[src/rtl/mpa_pkg.sv]
// shared types and constants for the max pooling argmax block
package mpa_pkg;

  // field widths fixed by the register map and the result format
  localparam int POOL_W     = 4;
  localparam int STRIDE_W   = 4;
  localparam int LEN_W      = 13;
  localparam int POS_W      = 13;
  localparam int IDX_W      = 12;
  localparam int CFG_ADDR_W = 2;
  localparam int CFG_DATA_W = 13;

  // register indexes
  localparam logic [CFG_ADDR_W-1:0] CFG_POOL_SIZE  = 2'd0;
  localparam logic [CFG_ADDR_W-1:0] CFG_STRIDE     = 2'd1;
  localparam logic [CFG_ADDR_W-1:0] CFG_ROW_LENGTH = 2'd2;

  // register reset values
  localparam logic [POOL_W-1:0]   RST_POOL_SIZE  = 4'd2;
  localparam logic [STRIDE_W-1:0] RST_STRIDE     = 4'd2;
  localparam logic [LEN_W-1:0]    RST_ROW_LENGTH = 13'd16;

  // effective (clamped) configuration
  typedef struct packed {
    logic [POOL_W-1:0]   pool;
    logic [STRIDE_W-1:0] stride;
    logic [LEN_W-1:0]    len;
  } cfg_t;

  // where the current sample sits in its row
  typedef struct packed {
    logic [POS_W-1:0]    pos;    // position in the row
    logic [STRIDE_W-1:0] phase;  // pos mod stride
    logic [POS_W-1:0]    khi;    // pos div stride, newest window started
  } pos_t;

endpackage

[src/rtl/mpa_ifs.sv]
// handshake channels of the max pooling argmax block

// sample input channel
interface mpa_in_if #(
  parameter int SAMPLE_BITS = 16
) ();
  logic                          valid;
  logic                          ready;
  logic signed [SAMPLE_BITS-1:0] sample;

  modport source (output valid, output sample, input ready);
  modport sink   (input valid, input sample, output ready);
endinterface

// window result channel
interface mpa_out_if import mpa_pkg::*; #(
  parameter int SAMPLE_BITS = 16
) ();
  logic                          valid;
  logic                          ready;
  logic signed [SAMPLE_BITS-1:0] max_value;
  logic [IDX_W-1:0]              max_position;
  logic [IDX_W-1:0]              window_index;
  logic                          last_window;

  modport source (output valid, output max_value, output max_position,
                  output window_index, output last_window, input ready);
  modport sink   (input valid, input max_value, input max_position,
                  input window_index, input last_window, output ready);
endinterface

// register write channel
interface mpa_cfg_if import mpa_pkg::*; ();
  logic                  valid;
  logic                  ready;
  logic [CFG_ADDR_W-1:0] index;
  logic [CFG_DATA_W-1:0] data;

  modport source (output valid, output index, output data, input ready);
  modport sink   (input valid, input index, input data, output ready);
endinterface

[src/rtl/mpa_cfg.sv]
// configuration registers and their clamped effective values
module mpa_cfg import mpa_pkg::*; #(
  parameter int POOL_MAX = 8,
  parameter int ROW_MAX  = 4096
) (
  input  logic                  clk,
  input  logic                  rst,
  input  logic                  wr,
  input  logic [CFG_ADDR_W-1:0] wr_index,
  input  logic [CFG_DATA_W-1:0] wr_data,
  output cfg_t                  eff,
  output logic                  restart
);

  logic [POOL_W-1:0]   win_size;
  logic [STRIDE_W-1:0] stride;
  logic [LEN_W-1:0]    row_length;

  // register writes, unknown indexes ignored
  always_ff @(posedge clk) begin
    if (rst) begin
      win_size   <= RST_POOL_SIZE;
      stride     <= RST_STRIDE;
      row_length <= RST_ROW_LENGTH;
    end else if (wr) begin
      case (wr_index)
        CFG_POOL_SIZE:  win_size   <= wr_data[POOL_W-1:0];
        CFG_STRIDE:     stride     <= wr_data[STRIDE_W-1:0];
        CFG_ROW_LENGTH: row_length <= wr_data[LEN_W-1:0];
        default: ;
      endcase
    end
  end

  // any write to a known register restarts the row
  always_comb begin
    case (wr_index)
      CFG_POOL_SIZE, CFG_STRIDE, CFG_ROW_LENGTH: restart = wr;
      default:                                   restart = 1'b0;
    endcase
  end

  // zero acts as one; oversize pool size and row length clamp to their maximums
  always_comb begin
    if (win_size == '0) eff.pool = POOL_W'(1);
    else if (32'(win_size) > POOL_MAX) eff.pool = POOL_W'(POOL_MAX);
    else eff.pool = win_size;

    if (stride == '0) eff.stride = STRIDE_W'(1);
    else eff.stride = stride;

    if (row_length == '0) eff.len = LEN_W'(1);
    else if (32'(row_length) > ROW_MAX) eff.len = LEN_W'(ROW_MAX);
    else eff.len = row_length;
  end

endmodule

[src/rtl/mpa_pos.sv]
// row position tracking: position, phase within stride, window counters
module mpa_pos import mpa_pkg::*; #(
  parameter int POOL_MAX = 8,
  localparam int SW = (POOL_MAX > 1) ? $clog2(POOL_MAX) : 1
) (
  input  logic          clk,
  input  logic          rst,
  input  logic          restart,
  input  logic          step,
  input  cfg_t          cfg,
  output pos_t          pos,
  output logic [SW-1:0] khi_slot
);

  logic row_end;
  logic phase_wrap;

  assign row_end    = (POS_W+1)'(pos.pos) + (POS_W+1)'(1) >= (POS_W+1)'(cfg.len);
  assign phase_wrap = pos.phase + STRIDE_W'(1) == cfg.stride;

  // advance one sample, wrap at row end
  always_ff @(posedge clk) begin
    if (rst || restart) begin
      pos      <= '0;
      khi_slot <= '0;
    end else if (step) begin
      if (row_end) begin
        pos      <= '0;
        khi_slot <= '0;
      end else begin
        pos.pos <= pos.pos + POS_W'(1);
        if (phase_wrap) begin
          pos.phase <= '0;
          pos.khi   <= pos.khi + POS_W'(1);
          if (khi_slot == SW'(POOL_MAX - 1)) khi_slot <= '0;
          else khi_slot <= khi_slot + SW'(1);
        end else begin
          pos.phase <= pos.phase + STRIDE_W'(1);
        end
      end
    end
  end

endmodule

[src/rtl/mpa_slots.sv]
// open window slots: parallel compare and update, closing window select
module mpa_slots import mpa_pkg::*; #(
  parameter int POOL_MAX    = 8,
  parameter int SAMPLE_BITS = 16,
  localparam int SW = (POOL_MAX > 1) ? $clog2(POOL_MAX) : 1,
  localparam int JW = SW + 1,
  localparam int PW = SW + STRIDE_W + 2
) (
  input  logic                          clk,
  input  logic                          step,
  input  logic signed [SAMPLE_BITS-1:0] sample,
  input  cfg_t                          cfg,
  input  pos_t                          pos,
  input  logic [SW-1:0]                 khi_slot,
  output logic                          emit,
  output logic signed [SAMPLE_BITS-1:0] max_value,
  output logic [IDX_W-1:0]              max_position,
  output logic [IDX_W-1:0]              window_index,
  output logic                          last_window
);

  logic signed [SAMPLE_BITS-1:0] slot_max [POOL_MAX];
  logic [POS_W-1:0]              slot_pos [POOL_MAX];

  logic [JW-1:0]                 age   [POOL_MAX];
  logic [PW-1:0]                 reach [POOL_MAX];
  logic [POOL_MAX-1:0]           live;
  logic [POOL_MAX-1:0]           take;
  logic [POOL_MAX-1:0]           ends;
  logic signed [SAMPLE_BITS-1:0] new_max [POOL_MAX];
  logic [POS_W-1:0]              new_pos [POOL_MAX];
  logic signed [SAMPLE_BITS-1:0] sel_max;
  logic [POS_W-1:0]              sel_pos;
  logic [JW-1:0]                 sel_age;

  // per slot: how many windows back it is, whether it holds p, whether it closes
  always_comb begin
    sel_max = '0;
    sel_pos = '0;
    sel_age = '0;
    for (int i = 0; i < POOL_MAX; i++) begin
      if (khi_slot >= SW'(i)) age[i] = JW'(khi_slot) - JW'(i);
      else age[i] = JW'(khi_slot) + JW'(POOL_MAX - i);
      reach[i] = PW'(pos.phase) + PW'(age[i]) * PW'(cfg.stride);
      live[i]  = (POS_W'(age[i]) <= pos.khi) && (reach[i] < PW'(cfg.pool));
      take[i]  = live[i] && (((age[i] == '0) && (pos.phase == '0)) ||
                             (sample > slot_max[i]));
      new_max[i] = take[i] ? sample : slot_max[i];
      new_pos[i] = take[i] ? pos.pos : slot_pos[i];
      ends[i]  = live[i] && (reach[i] == PW'(cfg.pool - POOL_W'(1)));
      // at most one slot closes, so an and-or select is enough
      sel_max = sel_max | (new_max[i] & {SAMPLE_BITS{ends[i]}});
      sel_pos = sel_pos | (new_pos[i] & {POS_W{ends[i]}});
      sel_age = sel_age | (age[i] & {JW{ends[i]}});
    end
  end

  // slot storage update
  always_ff @(posedge clk) begin
    if (step) begin
      for (int i = 0; i < POOL_MAX; i++) begin
        slot_max[i] <= new_max[i];
        slot_pos[i] <= new_pos[i];
      end
    end
  end

  // closing window result; last when the next window would run past the row
  assign emit         = (|ends) && ({1'b0, cfg.len} >= (LEN_W+1)'(cfg.pool));
  assign max_value    = sel_max;
  assign max_position = sel_pos[IDX_W-1:0];
  assign window_index = IDX_W'(pos.khi - POS_W'(sel_age));
  assign last_window  = (POS_W+1)'(pos.pos) + (POS_W+1)'(cfg.stride) >=
                        (POS_W+1)'(cfg.len);

endmodule

[src/rtl/max_pool_1d_argmax_top.sv]
// top level of the streaming 1-d max pooling block with argmax
//
//  channel  dir  payload                                              handshake
//  in_ch    in   sample                                               valid/ready
//  out_ch   out  max_value, max_position, window_index, last_window   valid/ready
//  cfg_ch   in   index, data                                          valid/ready
//
//  one sample per cycle sustained while the result channel is not stalled; a result
//  passes from the input register through the single slot compare stage into the result register
//  reset (rst, synchronous) restores the register defaults and clears row
//  position and handshake state
//  a stalled result holds the input register, so intake stops after one more
//  request; config writes are always ready and writes to known registers restart the row
module max_pool_1d_argmax_top import mpa_pkg::*; #(
  parameter int POOL_MAX    = 8,
  parameter int ROW_MAX     = 4096,
  parameter int SAMPLE_BITS = 16,
  localparam int SW = (POOL_MAX > 1) ? $clog2(POOL_MAX) : 1
) (
  input  logic     clk,
  input  logic     rst,
  mpa_in_if.sink   in_ch,
  mpa_out_if.source out_ch,
  mpa_cfg_if.sink  cfg_ch
);

  logic                          in_valid;
  logic signed [SAMPLE_BITS-1:0] in_sample;
  logic                          advance;
  logic                          out_valid;
  logic                          restart;
  cfg_t                          cfg_eff;
  pos_t                          pos;
  logic [SW-1:0]                 khi_slot;
  logic                          emit;
  logic signed [SAMPLE_BITS-1:0] res_value;
  logic [IDX_W-1:0]              res_position;
  logic [IDX_W-1:0]              res_window;
  logic                          res_last;

  // handshake: the input register moves on whenever the result register is free
  assign advance     = in_valid && (!out_valid || out_ch.ready);
  assign in_ch.ready = !in_valid || advance;
  assign cfg_ch.ready = 1'b1;

  // input register
  always_ff @(posedge clk) begin
    if (rst) begin
      in_valid <= 1'b0;
    end else if (in_ch.valid && in_ch.ready) begin
      in_valid <= 1'b1;
    end else if (advance) begin
      in_valid <= 1'b0;
    end
  end

  always_ff @(posedge clk) begin
    if (in_ch.valid && in_ch.ready) begin
      in_sample <= in_ch.sample;
    end
  end

  mpa_cfg #(
    .POOL_MAX (POOL_MAX),
    .ROW_MAX  (ROW_MAX)
  ) u_cfg (
    .clk      (clk),
    .rst      (rst),
    .wr       (cfg_ch.valid && cfg_ch.ready),
    .wr_index (cfg_ch.index),
    .wr_data  (cfg_ch.data),
    .eff      (cfg_eff),
    .restart  (restart)
  );

  mpa_pos #(
    .POOL_MAX (POOL_MAX)
  ) u_pos (
    .clk      (clk),
    .rst      (rst),
    .restart  (restart),
    .step     (advance),
    .cfg      (cfg_eff),
    .pos      (pos),
    .khi_slot (khi_slot)
  );

  mpa_slots #(
    .POOL_MAX    (POOL_MAX),
    .SAMPLE_BITS (SAMPLE_BITS)
  ) u_slots (
    .clk          (clk),
    .step         (advance),
    .sample       (in_sample),
    .cfg          (cfg_eff),
    .pos          (pos),
    .khi_slot     (khi_slot),
    .emit         (emit),
    .max_value    (res_value),
    .max_position (res_position),
    .window_index (res_window),
    .last_window  (res_last)
  );

  // result register
  always_ff @(posedge clk) begin
    if (rst) begin
      out_valid <= 1'b0;
    end else if (advance && emit) begin
      out_valid <= 1'b1;
    end else if (out_ch.ready) begin
      out_valid <= 1'b0;
    end
  end

  always_ff @(posedge clk) begin
    if (advance && emit) begin
      out_ch.max_value    <= res_value;
      out_ch.max_position <= res_position;
      out_ch.window_index <= res_window;
      out_ch.last_window  <= res_last;
    end
  end

  assign out_ch.valid = out_valid;

  // row position stays inside the row
  a_pos_in_row: assert property (@(posedge clk) disable iff (rst)
    pos.pos < cfg_eff.len)
    else $error("row position beyond row length");

  // phase stays below the stride
  a_phase_range: assert property (@(posedge clk) disable iff (rst)
    pos.phase < cfg_eff.stride)
    else $error("stride phase out of range");

  // a stalled result keeps the pending request in the input register
  a_hold_request: assert property (@(posedge clk) disable iff (rst)
    in_valid && out_valid && !out_ch.ready |=> in_valid)
    else $error("request dropped under stall");

  // a closing window always shows up on the result channel
  a_emit_shown: assert property (@(posedge clk) disable iff (rst)
    advance && emit |=> out_valid)
    else $error("window result lost");

endmodule
[src/flat_wrapper.sv]
// flat-port wrapper written by rule: the top's interface ports become plain ports
module max_pool_1d_argmax_top_flat import mpa_pkg::*;
#(
  parameter int POOL_MAX    = 8,
  parameter int ROW_MAX     = 4096,
  parameter int SAMPLE_BITS = 16,
  localparam int SW = (POOL_MAX > 1) ? $clog2(POOL_MAX) : 1
)
  (clk, rst, in_ch_valid, in_ch_sample, in_ch_ready, out_ch_valid, out_ch_max_value, out_ch_max_position, out_ch_window_index, out_ch_last_window, out_ch_ready, cfg_ch_valid, cfg_ch_index, cfg_ch_data, cfg_ch_ready);
  mpa_in_if #(.SAMPLE_BITS(SAMPLE_BITS)) in_ch_i ();
  mpa_out_if #(.SAMPLE_BITS(SAMPLE_BITS)) out_ch_i ();
  mpa_cfg_if cfg_ch_i ();
  input  logic clk;
  input  logic rst;
  input wire logic [$bits(in_ch_i.valid)-1:0] in_ch_valid;
  input wire logic [$bits(in_ch_i.sample)-1:0] in_ch_sample;
  output wire logic [$bits(in_ch_i.ready)-1:0] in_ch_ready;
  output wire logic [$bits(out_ch_i.valid)-1:0] out_ch_valid;
  output wire logic [$bits(out_ch_i.max_value)-1:0] out_ch_max_value;
  output wire logic [$bits(out_ch_i.max_position)-1:0] out_ch_max_position;
  output wire logic [$bits(out_ch_i.window_index)-1:0] out_ch_window_index;
  output wire logic [$bits(out_ch_i.last_window)-1:0] out_ch_last_window;
  input wire logic [$bits(out_ch_i.ready)-1:0] out_ch_ready;
  input wire logic [$bits(cfg_ch_i.valid)-1:0] cfg_ch_valid;
  input wire logic [$bits(cfg_ch_i.index)-1:0] cfg_ch_index;
  input wire logic [$bits(cfg_ch_i.data)-1:0] cfg_ch_data;
  output wire logic [$bits(cfg_ch_i.ready)-1:0] cfg_ch_ready;
  assign in_ch_i.valid = in_ch_valid;
  assign in_ch_i.sample = in_ch_sample;
  assign in_ch_ready = in_ch_i.ready;
  assign out_ch_valid = out_ch_i.valid;
  assign out_ch_max_value = out_ch_i.max_value;
  assign out_ch_max_position = out_ch_i.max_position;
  assign out_ch_window_index = out_ch_i.window_index;
  assign out_ch_last_window = out_ch_i.last_window;
  assign out_ch_i.ready = out_ch_ready;
  assign cfg_ch_i.valid = cfg_ch_valid;
  assign cfg_ch_i.index = cfg_ch_index;
  assign cfg_ch_i.data = cfg_ch_data;
  assign cfg_ch_ready = cfg_ch_i.ready;
  max_pool_1d_argmax_top #(.POOL_MAX(POOL_MAX), .ROW_MAX(ROW_MAX), .SAMPLE_BITS(SAMPLE_BITS)) u_core (.clk(clk), .rst(rst), .in_ch(in_ch_i), .out_ch(out_ch_i), .cfg_ch(cfg_ch_i));
endmodule
[config.mk]
export PLATFORM = sky130hd
export DESIGN_NAME = max_pool_1d_argmax_top_flat
export DESIGN_NICKNAME = d
export VERILOG_FILES = /design/src/rtl/mpa_pkg.sv /design/src/rtl/mpa_ifs.sv /design/src/rtl/mpa_cfg.sv /design/src/rtl/mpa_pos.sv /design/src/rtl/mpa_slots.sv /design/src/rtl/max_pool_1d_argmax_top.sv /design/src/flat_wrapper.sv
export SDC_FILE = /design/constraint.sdc
export NUM_CORES = 1
export LEC_CHECK = 0
export ABC_AREA = 1
export BUFFER_PORTS_ARGS = -buffer_cell sky130_fd_sc_hd__buf_2
export CAP_MARGIN = 20
export CELL_PAD_IN_SITES_DETAIL_PLACEMENT = 0
export CELL_PAD_IN_SITES_GLOBAL_PLACEMENT = 2
export CORE_MARGIN = 2
export CORE_UTILIZATION = 35
export DETAILED_ROUTE_END_ITERATION = 10
export GPL_ROUTABILITY_DRIVEN = 0
export PLACE_DENSITY_LB_ADDON = 0.1
export SKIP_CTS_REPAIR_TIMING = 1
export SLEW_MARGIN = 15
export SYNTH_ARGS = -nofsm -noshare
export SYNTH_HDL_FRONTEND = slang
export SYNTH_SLANG_ARGS = --single-unit
[constraint.sdc]
create_clock -name clk -period 29.2 [get_ports clk]
set_input_delay 1.46 -clock clk [delete_from_list [all_inputs] [get_ports clk]]
set_output_delay 1.46 -clock clk [all_outputs]
set_load 0.02 [all_outputs]
==> results.md <==
* Layout cell share with drive strength beyond 1 at 5.74%
* Synth area leader: edfxtp_1
* Crit share post-route at about 28%
* Final WL at ~110,000 microns
* H-tree levels at 2
* Fin util at around two fifths
* Vias in the first global route at 25.2k
* Critical path arrival at between 8000 and 9000 ps
* Ys flop type: edfxtp_1
* DRT iter0 DRCs at roughly 1.8k
* Met2 WL post-DR at 49,200 microns
* Post-layout net count at approximately 4.4k
* All-layer global routing usage at ~24%
* TritonCTS Buffers at 45
* WP data required at about 30,000 ps
* Fmax at between 100 and 150 MHz
* Place WS at between 20,000 and 25,000 ps
* Max-slew violation count at 0
* Synth unique cells at 47
* Setup Skew at 56.9 ps
* DR WL met3 at ~4700 microns
* DIE HEIGHT at roughly 300 microns
* Layout area overhead at 9.81%
* Post-Syn Area at a little under 30,000 sq um
* TritonCTS clock tree: done
* Worst slew pin tran at ~1100 ps
* Most frequent CP cell: ha_1
* Initial Util at around 35%
* Yosys top cell area share at about 28%
* Worst setup EP type: register
* Area of the die at 87,300 sq um
* Buf/Inv on CP at 5
* Vias at 25.5k
* IO Count at 80
* Global-route wire length before repair at roughly 160,000 microns
* Gr ovfl total at 0
* Diode count at 0
* R2R setup slack at approximately 21,000 ps
* Row cnt at 106
* Area contributors post-synth: edfxtp_1 (28%), ha_1 (15%), nand2_1 (12%)
* Fin crit period at 8040 ps
* Largest delay share family, worst path: adder cells
* Buffers on Ports at 78
* TNS Setup at 0 ps
* Commonest cells in the netlist: nand2_1 (926), inv_1 (620), nand3_1 (570)
* CP peak stage delay at approximately 760 ps
* Power Density at ~42 nW/um^2
* First-pass DRT Iterations at 5
* Most frequent cell after synthesis: nand2_1
* Cells after Synth at 3,927
* CTS max path bufs at 3
* CORE AREA at 83,800 sq um
* Fraction of registers with async set or reset after synthesis at 0%
* EDFF count, synth at about 280
* Slew headroom at between 20 and 30%
* Final worst-path setup slack at ~21,000 ps
* Register area share after synthesis at about a third
* Yosys synthesis warning count at 0
* Routed WL per cell at a little over 20 microns
* Via density per instance at between 4 and 5
* Worst min path class: reg -> reg
* Setup CP Type: reg -> reg
* Syn Area/Cell at approximately 7.6 sq um
* Critical path launch point type: register
* VDD IR max at about 0.035 mV
* Largest net degree at the start of global routing at approximately 150
* Die W at around 300 microns
* Max layer used: met4
* M1 WL at 49,000 microns
* Post-route ant nets at 0
* Slowest CP cell: dfxtp_1
* Antenna violations before repair at 2
* Sink Count at roughly 340
* Pleak at 0.0164 uW
* Max_cap viols at 0
* Worst-path clk slew at approximately 70 ps
* Clk root buf: clkbuf_16
* Crit-path max FO at 30
* Seq cells post-synth at roughly 340
* # setup viols final at 0
* Detailed Place HPWL at roughly 72,000 microns
* Unrepaired setup endpoints after global routing: no
* Final hold violation count at 0
* Clk_lat worst skew at about 610 ps
* Status: finished, final reports clean
* Post-route DRC at 0
## cell families after synthesis
family | after synthesis | synth area share [%]
AND/OR/NAND/NOR | 2102 | 32.1
buffers and inverters | 768 | 10.5
adder cells (fa/ha/maj) | 424 | 19.3
flip-flops | 337 | 32.2
AO/OA/AOI/OAI | 240 | 4.42
XOR/XNOR | 54 | 1.59
other | 2 | 0.0253
## per-stage QoR
stage / cell area, sq um / std cells / power (uW) / hold slack, ps
floorplan: 29700 / 3932 / 743 / 440
global placement: 31200 / 5058 / 828 / 463
detailed placement: 31200 / 5058 / 828 / 469
CTS: 32600 / 5141 / 1390 / 478
global route: 32600 / 5141 / 1440 / 502
finish: 32600 / 5141 / 1380 / 471
## path summary, 6_finish.rpt
path / startpoint / to / depth (start not counted)
hold / removal: u_core.u_cfg.row_length[0] / u_core.u_cfg.row_length[0] / 2
hold reg to reg: u_core.u_cfg.row_length[0] / u_core.u_cfg.row_length[0] / 2
setup reg to reg: u_core.u_pos.khi_slot[2] / u_core.out_ch.window_index[11] / 28
setup / recovery: u_core.u_pos.khi_slot[2] / u_core.out_ch.window_index[11] / 28
## worst reg2reg max path: cells and delay by family, from the launching register on
kind | cells | cell delay (ps)
adders and majority gates | 7 | 2870
and+or+nand+nor | 10 | 1530
buffers and inverters | 5 | 1510
DFF | 1 | 760
AOI/OAI and AO/OA | 4 | 760
xor gates and xnor gates | 2 | 330
## where the power goes
| group | total [uW] | internal, uW | leakage [uW] | switching, uW |
|---|---|---|---|---|
| registers | 557 | 546 | 0.00310 | 10.4 |
| clock network | 560 | 322 | 0.000694 | 238 |
| logic | 262 | 81.8 | 0.0126 | 180 |
## registers in the layout (all words and copies together) (netlist names)
signal and cells:
u_core.u_slots.slot_max 128, u_core.out_ch.window_index 12, u_core.u_pos.khi_slot 3, u_core.out_ch.valid 1, u_core.u_cfg.stride 4, u_core.u_cfg.row_length 13, u_core.u_pos.pos 30, u_core.out_ch.max_position 12
u_core.out_ch.max_value 16, u_core.out_ch.last_window 1, u_core.u_cfg.win_size 4, u_core.u_slots.slot_pos 96, u_core.in_valid 1, u_core.in_sample 16
## final cells by class
type                    instances  area (sq um)
fillers                      8999         51200
clock inverters                31           292
inverters                     651          2450
well taps                    1134          1420
flip-flops and latches        337          9560
repair buffers                109           636
multi-input cells            2827         17100
clock buffers                  52          1160
## cell usage in the layout, fill, tap and decap left out, types with 10 or more instances in the layout
cell       instances
inv_2             26
fa_1              56
xnor2_1           19
inv_1            619
ha_1             368
o21ai_0           49
nand2_1          926
and2_1           225
a21oi_1          145
buf_4             30
nor2_1           238
nand2_2           11
nor2_4            10
clkinv_1          18
dfxtp_1           56
nand3_1          570
edfxtp_1         281
clkbuf_16         45
xor2_1            35
buf_2             78
nand4_1           54
nor3_1            33
nand3b_1          16
## routing by layer
layer	vias to the layer above	global-route usage, %
met5	-	0
met4	0	5.39
met3	114	2.08
met2	560	41.3
met1	11993	33.4
li1	12860	-
No activity file was read; power rests on OpenSTA's default activity.
